File: src/sv/fdsc_pkg.sv
// Package for the Forth data stack core: opcodes, status codes, payload types.
// No dependencies; used by every module in sv/ except fdsc_divider.
package fdsc_pkg;

    typedef enum logic [4:0] {
        OP_ADD = 5'd0, OP_SUB = 5'd1, OP_MUL = 5'd2, OP_DIVMOD = 5'd3,
        OP_DUP = 5'd4, OP_DROP = 5'd5, OP_SWAP = 5'd6, OP_OVER = 5'd7,
        OP_ROT = 5'd8, OP_2DUP = 5'd9, OP_2DROP = 5'd10, OP_2SWAP = 5'd11,
        OP_2OVER = 5'd12, OP_GT = 5'd13, OP_LT = 5'd14, OP_UGT = 5'd15,
        OP_ULT = 5'd16, OP_EQ = 5'd17, OP_NE = 5'd18, OP_FETCH = 5'd19,
        OP_STORE = 5'd20, OP_COMMA = 5'd21, OP_HERE = 5'd22, OP_LIT = 5'd23,
        OP_DOT = 5'd24, OP_EMIT = 5'd25,
        OP_NOP26 = 5'd26, OP_NOP27 = 5'd27, OP_NOP28 = 5'd28, OP_NOP29 = 5'd29,
        OP_NOP30 = 5'd30, OP_NOP31 = 5'd31
    } op_t;

    localparam logic [2:0] ST_OK        = 3'd0;
    localparam logic [2:0] ST_UNDERFLOW = 3'd1;
    localparam logic [2:0] ST_OVERFLOW  = 3'd2;
    localparam logic [2:0] ST_DIV_ZERO  = 3'd3;
    localparam logic [2:0] ST_BAD_ADDR  = 3'd4;

    localparam logic [1:0] PK_NONE = 2'd0;
    localparam logic [1:0] PK_DOT  = 2'd1;
    localparam logic [1:0] PK_EMIT = 2'd2;

    localparam logic [31:0] CH_LOW  = 32'd32;  // ' '
    localparam logic [31:0] CH_HIGH = 32'd122; // 'z'

    typedef struct packed {
        logic [4:0]  op;
        logic [31:0] literal_value;
    } in_word_t;

    typedef struct packed {
        logic [2:0]  status;
        logic [1:0]  print_kind;
        logic [31:0] print_value;
        logic [31:0] top_value;
        logic [5:0]  stack_depth;
    } out_word_t;

    // Controller -> datapath commands
    typedef struct packed {
        logic       load_in;    // capture input word
        logic [2:0] rd_slot;    // which stack slot below top to read (0..3)
        logic       rd_en;      // issue stack read
        logic       div_start;
        logic       exec;       // check + commit
        logic       wr_en;      // stack write from write queue
    } cmd_t;

    typedef struct packed {
        logic div_busy;
        logic more_writes;
        logic mem_clear;        // cell memory clearing pass after reset
    } sts_t;

endpackage

File: src/sv/fdsc_ctrl.sv
// Controller state machine: operand fetch, divide wait, commit, write-back, output.
// Depends on fdsc_pkg.
module fdsc_ctrl (
    input  logic                aclk,
    input  logic                aresetn,
    input  logic                s_valid,
    output logic                s_ready,
    output logic                m_valid,
    input  logic                m_ready,
    input  fdsc_pkg::sts_t      sts,
    output fdsc_pkg::cmd_t      cmd
);
    typedef enum logic [6:0] {
        S_IDLE = 7'b0000001, S_RD   = 7'b0000010, S_DIV  = 7'b0000100,
        S_WAIT = 7'b0001000, S_EXEC = 7'b0010000, S_WB   = 7'b0100000,
        S_OUT  = 7'b1000000
    } state_t;

    state_t state_reg, state_next;
    logic [2:0] slot_reg, slot_next;
    logic       mv_reg, mv_next;

    always_comb begin
        state_next = state_reg;
        slot_next = slot_reg;
        mv_next = mv_reg;
        cmd = '0;
        if (mv_reg && m_ready) mv_next = 1'b0;
        s_ready = (state_reg == S_IDLE) && !sts.mem_clear;
        case (state_reg)
            S_IDLE: begin
                if (s_valid && s_ready) begin
                    cmd.load_in = 1'b1;
                    slot_next = '0;
                    state_next = S_RD;
                end
            end
            S_RD: begin
                // read four slots below top; S_WAIT then waits out the registered read path
                cmd.rd_en = 1'b1;
                cmd.rd_slot = slot_reg;
                slot_next = slot_reg + 1'b1;
                if (slot_reg == 3'd3) begin
                    slot_next = '0;
                    state_next = S_WAIT;
                end
            end
            S_WAIT: begin
                slot_next = slot_reg + 1'b1;
                if (slot_reg == 3'd1) begin
                    cmd.div_start = 1'b1;
                    state_next = S_DIV;
                end
            end
            S_DIV: begin
                if (!sts.div_busy) state_next = S_EXEC;
            end
            S_EXEC: begin
                if (!mv_reg || m_ready) begin
                    cmd.exec = 1'b1;
                    state_next = S_WB;
                end
            end
            S_WB: begin
                if (sts.more_writes) cmd.wr_en = 1'b1;
                else state_next = S_OUT;
            end
            S_OUT: begin
                mv_next = 1'b1;
                state_next = S_IDLE;
            end
            default: state_next = S_IDLE;
        endcase
    end

    always_ff @(posedge aclk) begin
        if (!aresetn) begin
            state_reg <= S_IDLE;
            slot_reg <= '0;
            mv_reg <= 1'b0;
        end else begin
            state_reg <= state_next;
            slot_reg <= slot_next;
            mv_reg <= mv_next;
        end
    end

    assign m_valid = mv_reg;
endmodule

File: config.mk
export PLATFORM = sky130hd
export DESIGN_NAME = fdsc_ctrl
export DESIGN_NICKNAME = d
export VERILOG_FILES = /design/src/sv/fdsc_pkg.sv /design/src/sv/fdsc_ctrl.sv
export SDC_FILE = /design/constraint.sdc
export NUM_CORES = 1
export LEC_CHECK = 0
export BUFFER_PORTS_ARGS = -buffer_cell sky130_fd_sc_hd__buf_2
export CORE_MARGIN = 4
export CORE_UTILIZATION = 42
export CTS_BUF_LIST = sky130_fd_sc_hd__clkbuf_16
export CTS_CLUSTER_SIZE = 14
export DETAILED_ROUTE_END_ITERATION = 6
export PLACE_DENSITY_LB_ADDON = 0.1
export REMOVE_ABC_BUFFERS = 1
export SLEW_MARGIN = 20
export SYNTH_ARGS = -nofsm -noshare
export SYNTH_HDL_FRONTEND = slang
export SYNTH_SLANG_ARGS = --single-unit
File: constraint.sdc
create_clock -name aclk -period 1.5 [get_ports aclk]
set_input_delay 0.075 -clock aclk [delete_from_list [all_inputs] [get_ports aclk]]
set_output_delay 0.075 -clock aclk [all_outputs]
set_load 0.01 [all_outputs]
-- Yosys cells after proc, flatten, opt, wreduce, memory -nomap -nowiden
Cells that the tools add are included.
- register bits after elaboration: 11
- output and inout port bits: 10
- word-level logic and storage cells: 50
- add/subtract/negate cells: 1
- equality and inequality tests: 15
- mux-type cells: 21
- reduce and logical (&&, ||, !) cells: 10
- operators with widths (kind ; number):
    7-bit two-way mux ; 6
    7-bit one-hot mux with 6 select lines ; 1
    1-bit two-way mux ; 10
    2-bit != test (second input constant) ; 5
    3-bit one-hot mux with 3 select lines ; 1
    7-bit by 1-bit == test with 1-bit output (second input constant) ; 1
    7-bit by 2-bit == test with 1-bit output (second input constant) ; 1
    7-bit by 3-bit == test with 1-bit output (second input constant) ; 1
    7-bit by 4-bit == test with 1-bit output (second input constant) ; 1
    7-bit by 5-bit == test with 1-bit output (second input constant) ; 1
    7-bit by 6-bit == test with 1-bit output (second input constant) ; 1
    7-bit == test (second input constant) ; 1
    3-bit two-way mux ; 2
    6-bit AND reduction ; 1
    4-bit two-way mux ; 1
    3-bit by 1-bit adder with 3-bit output (second input constant) ; 1
    3-bit by 1-bit == test with 1-bit output (second input constant) ; 1
    3-bit by 2-bit == test with 1-bit output (second input constant) ; 1
    1-bit logical AND ; 3
    3-bit nonzero test ; 1
    1-bit zero test ; 2
    2-bit by 1-bit != test with 1-bit output (second input constant) ; 1
    2-bit AND reduction ; 1
    2-bit nonzero test ; 1
    1-bit logical OR ; 1

-- Depth between registers and ports, before layout
Gate-level depths: netlist of run 1.
- word-level depth: 5
- mapped depth: 6
- depth with buffers taken out: 6

-- Worst setup path before layout of run 1
No wires, ideal clock.
- path type: flip-flop to flip-flop
- start point: reg slot_reg[0]
- end point: reg state_reg[4]
- library setup time: 0.137 ns
- arrival time: 1.383 ns
- path slack: -0.020 ns
- cell stages (with the launch flop): 7
- path buffers: 0
- clock period less this slack: 1.520 ns
- cell sequence: dfxtp_1 > ha_1 > ha_1 > o31ai_1 > nand2_1 > o211ai_1 > o32ai_1
- longest elaborated chain between the ends: 3
- elaborated cells on any way between the ends: 5
- classes of those cells: eq/ne: 4; reduce/logical: 1
- RTL lines (what ; line ; text):
    from (decl) ; fdsc_ctrl.sv:20 ; logic [2:0] slot_reg, slot_next;
    from (signal assigned) ; fdsc_ctrl.sv:83 ; slot_reg <= slot_next;
    3-bit by 1-bit == test with 1-bit output or 3-bit by 2-bit == test with 1-bit output (tied branches) ; fdsc_ctrl.sv:50, fdsc_ctrl.sv:43 ;
    2-bit != test (no source line) ; n/a ;
    6-bit AND reduction (no source line) (*) ; n/a ;
    to (signal assigned) ; fdsc_ctrl.sv:82 ; state_reg <= state_next;
    to (decl) ; fdsc_ctrl.sv:19 ; state_t state_reg, state_next;
Every way passes the cells marked *; elsewhere a longest branch is shown, timed or not.
A chain may end at the register's enable or synchronous reset.

-- Worst setup path after layout of run 1
- start point: reg slot_reg[0]
- end point: reg state_reg[3]
Same word-level chain as after synthesis.

==> results of run 1 <==
==> timing repair <==
action | in CTS | in global routing
cloned | 0 | 0
hold buffers | 0 | 0
pin swaps | 10 | 17
endpoints found under the setup margin | 15 | 16
buffers inserted | 5 | 4
gates resized for setup | 29 | 26
==> critical path: cells and delay by family, from the launching register on <==
family	cells	cell delay (ns)
compound gates	3	0.46
fa+ha+maj	2	0.34
flops	1	0.33
buf+inv	1	0.18
simple gates	1	0.11
==> report_power, final <==
group          switching (mW)  internal (mW)  leakage [nW]
sequential             0.0640          0.330        0.0927
clock                   0.137          0.351        0.0423
combinational           0.429          0.443         0.412
==> metrics by stage <==
stage / hold WS [ns] / setup TNS (ns)
after global placement: 0.337 / -0.172
after global routing: 0.117 / -1.04
after detailed placement: 0.335 / -0.452
final: 0.101 / -0.163
after CTS: 0.0931 / -0.00678
after floorplan: 0.154 / -0.0201
==> cell families (layout without fill, tap and decap cells) <==
family                     Yosys count  count (layout)
buffers and inverters               11              53
DFF                                 11              11
and+or+nand+nor                     42              42
AOI/OAI and AO/OA                   21              21
muxes                                2               2
adders and majority gates            4               4
==> synthesized netlist by cell type <==
| library cell | n |
|---|---|
| a41oi_1 | 1 |
| o311ai_0 | 2 |
| o22ai_1 | 2 |
| ha_1 | 4 |
| o211ai_1 | 3 |
| buf_2 | 2 |
| and3b_1 | 1 |
| nor2_1 | 9 |
| inv_1 | 8 |
| nor4bb_1 | 2 |
| and2_1 | 1 |
| nor3_1 | 4 |
| nand2b_1 | 4 |
| o21a_1 | 1 |
| a221oi_1 | 1 |
| o32ai_1 | 3 |
| nor2b_1 | 4 |
| o31ai_1 | 1 |
| dfxtp_1 | 11 |
| mux2i_1 | 2 |
| nor4_4 | 2 |
| buf_4 | 1 |
| nand4_1 | 1 |
| nand3_1 | 2 |
| nor4_1 | 1 |
| o21ai_0 | 2 |
| a21oi_1 | 2 |
| a31oi_1 | 2 |
| or3_1 | 1 |
| nor4b_1 | 1 |
| o221ai_1 | 1 |
| nand2_1 | 9 |
==> how the worst max path moves through the flow <==
| stage | from | end | slack, ns | cells past startpoint |
|---|---|---|---|---|
| global placement | slot_reg[0] | state_reg[4] | -0.07 | 6 |
| global route | slot_reg[0] | state_reg[3] | -0.11 | 7 |
| CTS | state_reg[0] | cmd[0] | -0.007 | 5 |
| floorplan | slot_reg[0] | state_reg[4] | -0.02 | 6 |
| detailed placement | slot_reg[0] | state_reg[4] | -0.13 | 6 |
| finish | slot_reg[0] | state_reg[3] | -0.04 | 7 |
==> layer usage <==
layer  vias to the layer above  part of all wire [%]  wire, um
met4                         0                     0         0
met5                         -                     0         0
met2                        36                    50      1270
met1                       418                    43      1090
met3                         0                   7.1       181
li1                        425                     -         -
==> layout make-up <==
cell class / count / area [sq um]
inverters: 8 / 30.0
well taps: 24 / 30.0
fillers: 90 / 255
clock inverters: 1 / 3.75
clock buffers: 3 / 75.1
multi-input cells: 69 / 666
repair buffers: 41 / 299
flip-flops and latches: 11 / 235
==> impl_metrics.py, run 1 <==
metrics = {
    "placement": {
        "place_area_sq_um": 968,
        "placedCellCount": 144,
        "io_buffers": 16,
        "place.gp.congestion": 0.788,
        "pre_cts_slack_ns": -0.130,
        "hpwl_mm": 1.57,
    },
    "route": {
        "drt-total-wl_mm": 2.55,
        "dr.first_iter.drc_count": 27,
        "vias": 879,
        "first_pass_iters": 4,
        "ant_nets": 0,
        "wl_per_cell_um": 16.2,
        "vias_per_cell": 5.60,
        "drc_errors": 0,
    },
    "synthesis": {
        "synthTopCellsByArea": "dfxtp_1 (30%), ha_1 (6.7%), nor4_4 (5.7%)",
        "synth_top_area_share_pct": 29.6,
        "syn_inst": 91,
        "synth-compound-area-share_pct": 20.5,
        "syn_area_sq_um": 743,
        "yosysSeqAreaShare_pct": 29.6,
        "ys_types": 32,
        "ys_ff_latch": 11,
        "yosysTopAreaCell": "dfxtp_1",
        "synth-xor-area-share_pct": 0,
        "synth_warnings": 0,
        "avgSynthCellArea_sq_um": 8.17,
        "synth_top_family_by_area": "simple AND/OR/NAND/NOR gates",
        "synth_fa_ha_area_share_pct": 6.73,
        "synth.mux.area_fraction_pct": 2.69,
        "synth-simple-area-share_pct": 34.0,
    },
    "clock_network": {
        "h-tree-depth": 1,
        "clk_pin_slew_ns": 0.04,
        "cts_tree": "built",
        "root_buffer": "clkbuf_16",
        "cts_sinks": 11,
        "cts_buffers": 3,
        "clock_latency_ns": 0.24,
        "cts_buffer_depth": 2,
    },
    "hold_path": {
        "min_path_type": "input pin to flop",
        "whs_path_depth": 2,
        "min-delay-start": "aresetn",
        "min_to": "state_reg[0]",
    },
    "power_and_ir_drop": {
        "total_power_mw": 1.75,
        "ir_drop_uv": 881,
        "p_per_area_nw_per_um2": 1310,
        "leakage_nw": 0.547,
    },
    "layout": {
        "nets": 145,
        "num_antenna_cells": 0,
        "area_growth_pct": 80.1,
        "finalNonFillerCells": 157,
        "final_layout_size_suffix_gt1_share_pct": 63.2,
        "stdcell_area_sq_um": 1340,
        "final_core_util_pct": 84.0,
        "final_common_cell": "buf_4",
        "layout_common_cells": "buf_4 (19), buf_2 (16), inv_1 (7)",
        "largest_reg_flops": 7,
    },
    "job": {
        "cap_violations": 0,
    },
    "floorplanning": {
        "die_h_um": 50.1,
        "io_pins": 17,
        "fp-row-count": 14,
        "die_area_sq_um": 2510,
        "fp.coreArea_sq_um": 1590,
        "die_w_um": 50.1,
        "initial_core_util_pct": 46.6,
    },
    "grt": {
        "grt_usage_pct": 19.8,
        "antenna_found_initial": 0,
        "grtUsageMet2_pct": 34.3,
        "grt_pass1_vias": 808,
        "busiest_layer": "met2",
        "grt_overflow_total": 0,
        "grt_pass1_wl_mm": 3.81,
        "grtUsageMet3_pct": 3.92,
        "grtUsageMet1_pct": 24.0,
        "grt_start_max_net_pins": 8,
    },
    "timing": {
        "hold_viol_final": 0,
        "rsz0062_at_grt": "true",
        "finClkSkew_ns": 0.000950,
        "fmax_mhz": 651,
        "maxSlewViolCount": 0,
        "setup_viol": 7,
        "worst_slack_ns": -0.0356,
        "tightest_slew_ns": 0.349,
        "period_share_pct": 102,
        "period_needed_ns": 1.54,
        "max-slew-margin-rel_pct": 76.4,
    },
    "setup_path": {
        "arrival_ns": 1.66,
        "cp.required_ns": 1.62,
        "worstReg2RegStart": "slot_reg[0]",
        "r2r-end": "state_reg[3]",
        "path_cells": "ha_4 -> ha_4 -> o31ai_4 -> nand2_2 -> o211ai_1 -> buf_4 -> o22ai_2",
        "critPathMaxFanout": 4,
        "worstSetupPathType": "flop to flop",
        "cpMostUsedCell": "ha_4",
        "crit_path_end_kind": "flop",
        "max_stage_delay_ns": 0.33,
        "r2r_slack_ns": -0.04,
        "slowest_stage": "dfxtp_2",
        "start_kind": "flop",
        "ff2ff_path_depth": 7,
    },
    "status": {
        "status": "finished, violations left",
        "failed_checks": "setup timing",
    },
}
Power figures use the tool's default switching activity.
==> run 2, diff against run 1 <==
--- a/config.mk
+++ b/config.mk
@@ -11,6 +11,7 @@
 export CTS_BUF_LIST = sky130_fd_sc_hd__clkbuf_16
 export CTS_CLUSTER_SIZE = 14
 export DETAILED_ROUTE_END_ITERATION = 6
+export MAX_ROUTING_LAYER = met4
 export PLACE_DENSITY_LB_ADDON = 0.1
 export REMOVE_ABC_BUFFERS = 1
 export SLEW_MARGIN = 20
==> impl_metrics.py, run 2 (synthesis results as in run 1) <==
metrics = {
    "status": {
        "status": "finished, violations left",
        "failed_checks": "setup timing",
    },
    "setup_path": {
        "cp_top_family": "compound AO/OA/AOI/OAI gates",
        "critPathMaxFanout": 4,
        "start_kind": "flop",
        "worstSetupPathType": "flop to flop",
        "max_stage_delay_ns": 0.33,
        "crit_path_end_kind": "flop",
        "cp.required_ns": 1.62,
        "slowest_stage": "dfxtp_2",
        "path_cells": "ha_4 -> ha_4 -> o31ai_4 -> nand2_2 -> o211ai_1 -> buf_4 -> o22ai_2",
        "cpMostUsedCell": "ha_4",
        "arrival_ns": 1.66,
        "path_buf_inv": 1,
    },
    "clock_network": {
        "cts_tree": "built",
        "clock_latency_ns": 0.24,
        "cts_sinks": 11,
        "root_buffer": "clkbuf_16",
        "clk_pin_slew_ns": 0.04,
        "h-tree-depth": 1,
        "cts_buffer_depth": 2,
        "cts_hold_buf": 0,
        "cts_buffers": 3,
    },
    "placement": {
        "place.gp.congestion": 0.799,
        "io_buffers": 16,
        "hpwl_mm": 1.57,
    },
    "power_and_ir_drop": {
        "seq_power_share_pct": 22.5,
        "p_sw_share_pct": 35.8,
        "power_frac_clock_pct": 27.7,
        "ir_drop_uv": 875,
        "intPower_mw": 1.12,
        "switching_power_mw": 0.627,
        "p_per_area_nw_per_um2": 1310,
        "leakage_nw": 0.547,
        "combPwrFrac_pct": 49.8,
        "total_power_mw": 1.75,
    },
    "floorplanning": {
        "fp.coreArea_sq_um": 1590,
        "initial_core_util_pct": 46.6,
        "die_h_um": 50.1,
        "io_pins": 17,
        "die_area_sq_um": 2510,
        "die_w_um": 50.1,
        "fp-row-count": 14,
    },
    "job": {
        "cap_violations": 0,
    },
    "hold_path": {
        "min_path_type": "input pin to flop",
    },
    "grt": {
        "grt_pass1_wl_mm": 3.80,
        "grt_usage_pct": 20.3,
        "grt_pass1_vias": 809,
        "grt_start_max_net_pins": 8,
        "grt_overflow_total": 0,
        "antenna_found_initial": 0,
    },
    "timing": {
        "finClkSkew_ns": 0.00203,
        "period_share_pct": 103,
        "period_needed_ns": 1.54,
        "maxSlewViolCount": 0,
        "rsz0062_at_grt": "true",
        "setup_viol": 8,
        "tightest_slew_ns": 0.344,
        "hold_viol_final": 0,
        "worst_slack_ns": -0.0393,
        "whs_ns": 0.103,
        "max-slew-margin-rel_pct": 76.8,
        "fmax_mhz": 650,
    },
    "layout": {
        "area_growth_pct": 80.1,
        "num_antenna_cells": 0,
        "final.fill_count": 90,
        "nets": 145,
        "largest_reg_flops": 7,
        "final_layout_size_suffix_gt1_share_pct": 63.2,
        "final_common_cell": "buf_4",
        "layout_common_cells": "buf_4 (19), buf_2 (16), inv_1 (7)",
    },
    "route": {
        "ant_nets": 0,
        "first_pass_iters": 4,
        "wl_per_cell_um": 16.1,
        "dr.first_iter.drc_count": 19,
        "vias": 870,
        "vias_per_cell": 5.54,
        "drc_errors": 0,
        "drt-total-wl_mm": 2.54,
    },
}
run 2: cell counts in the layout (fill, tap and decap cells not counted):
No cell type changed its count.
run 2: worst paths after layout:
path / to / startpoint / cells after the start / slack [ns]
worst max-delay path: state_reg[3] / slot_reg[0] / 7 / -0.04
worst min-delay path: state_reg[0] / aresetn / 2 / 0.10
worst max register to register: state_reg[3] / slot_reg[0] / 7 / -0.04
worst min register to register: slot_reg[1] / slot_reg[1] / 2 / 0.55
run 2: cell type report:
| class | count | area (sq um) | share of cell area (%) |
|---|---|---|---|
| multi-input cells | 69 | 666 | 49.7 |
| well taps | 24 | 30.0 | 2.24 |
| clock buffers | 3 | 75.1 | 5.61 |
| inverters | 8 | 30.0 | 2.24 |
| repair buffers | 41 | 299 | 22.3 |
| clock inverters | 1 | 3.75 | 0.280 |
| flip-flops and latches | 11 | 235 | 17.6 |
run 2: repair_timing:
action | CTS | global route
buffers inserted | 5 | 4
pin swaps | 10 | 17
endpoints found under the setup margin | 15 | 16
resized for setup | 29 | 26
run 2: through the flow:
step                      setup slack [ns]  utilization, %  std cells  area, sq um  setup TNS [ns]
after floorplan                    -0.0201               -         88          726         -0.0201
after global placement             -0.0736            60.8        144          968          -0.172
after detailed placement            -0.130            60.8        144          968          -0.452
after CTS                         -0.00678            75.8        153         1210        -0.00678
after global routing                -0.114            84.0        157         1340           -1.04
final                              -0.0393            84.0        157         1340          -0.179
run 2: power by group through the flow:
stage	logic (mW)	clock network (mW)	registers (mW)
floorplan	0.276	0	0.398
global placement	0.573	0	0.379
detailed placement	0.584	0	0.381
CTS	0.742	0.487	0.388
global route	0.934	0.515	0.398
finish	0.872	0.485	0.393
run 2: layer usage:
| metal | part of all wire, % | global-route usage, % | up-vias |
|---|---|---|---|
| li1 | - | - | 424 |
| met1 | 44 | 24.0 | 415 |
| met4 | 0.32 | 5.99 | 0 |
| met5 | 0 | - | - |
| met2 | 50 | 34.3 | 29 |
| met3 | 5.8 | 3.92 | 2 |
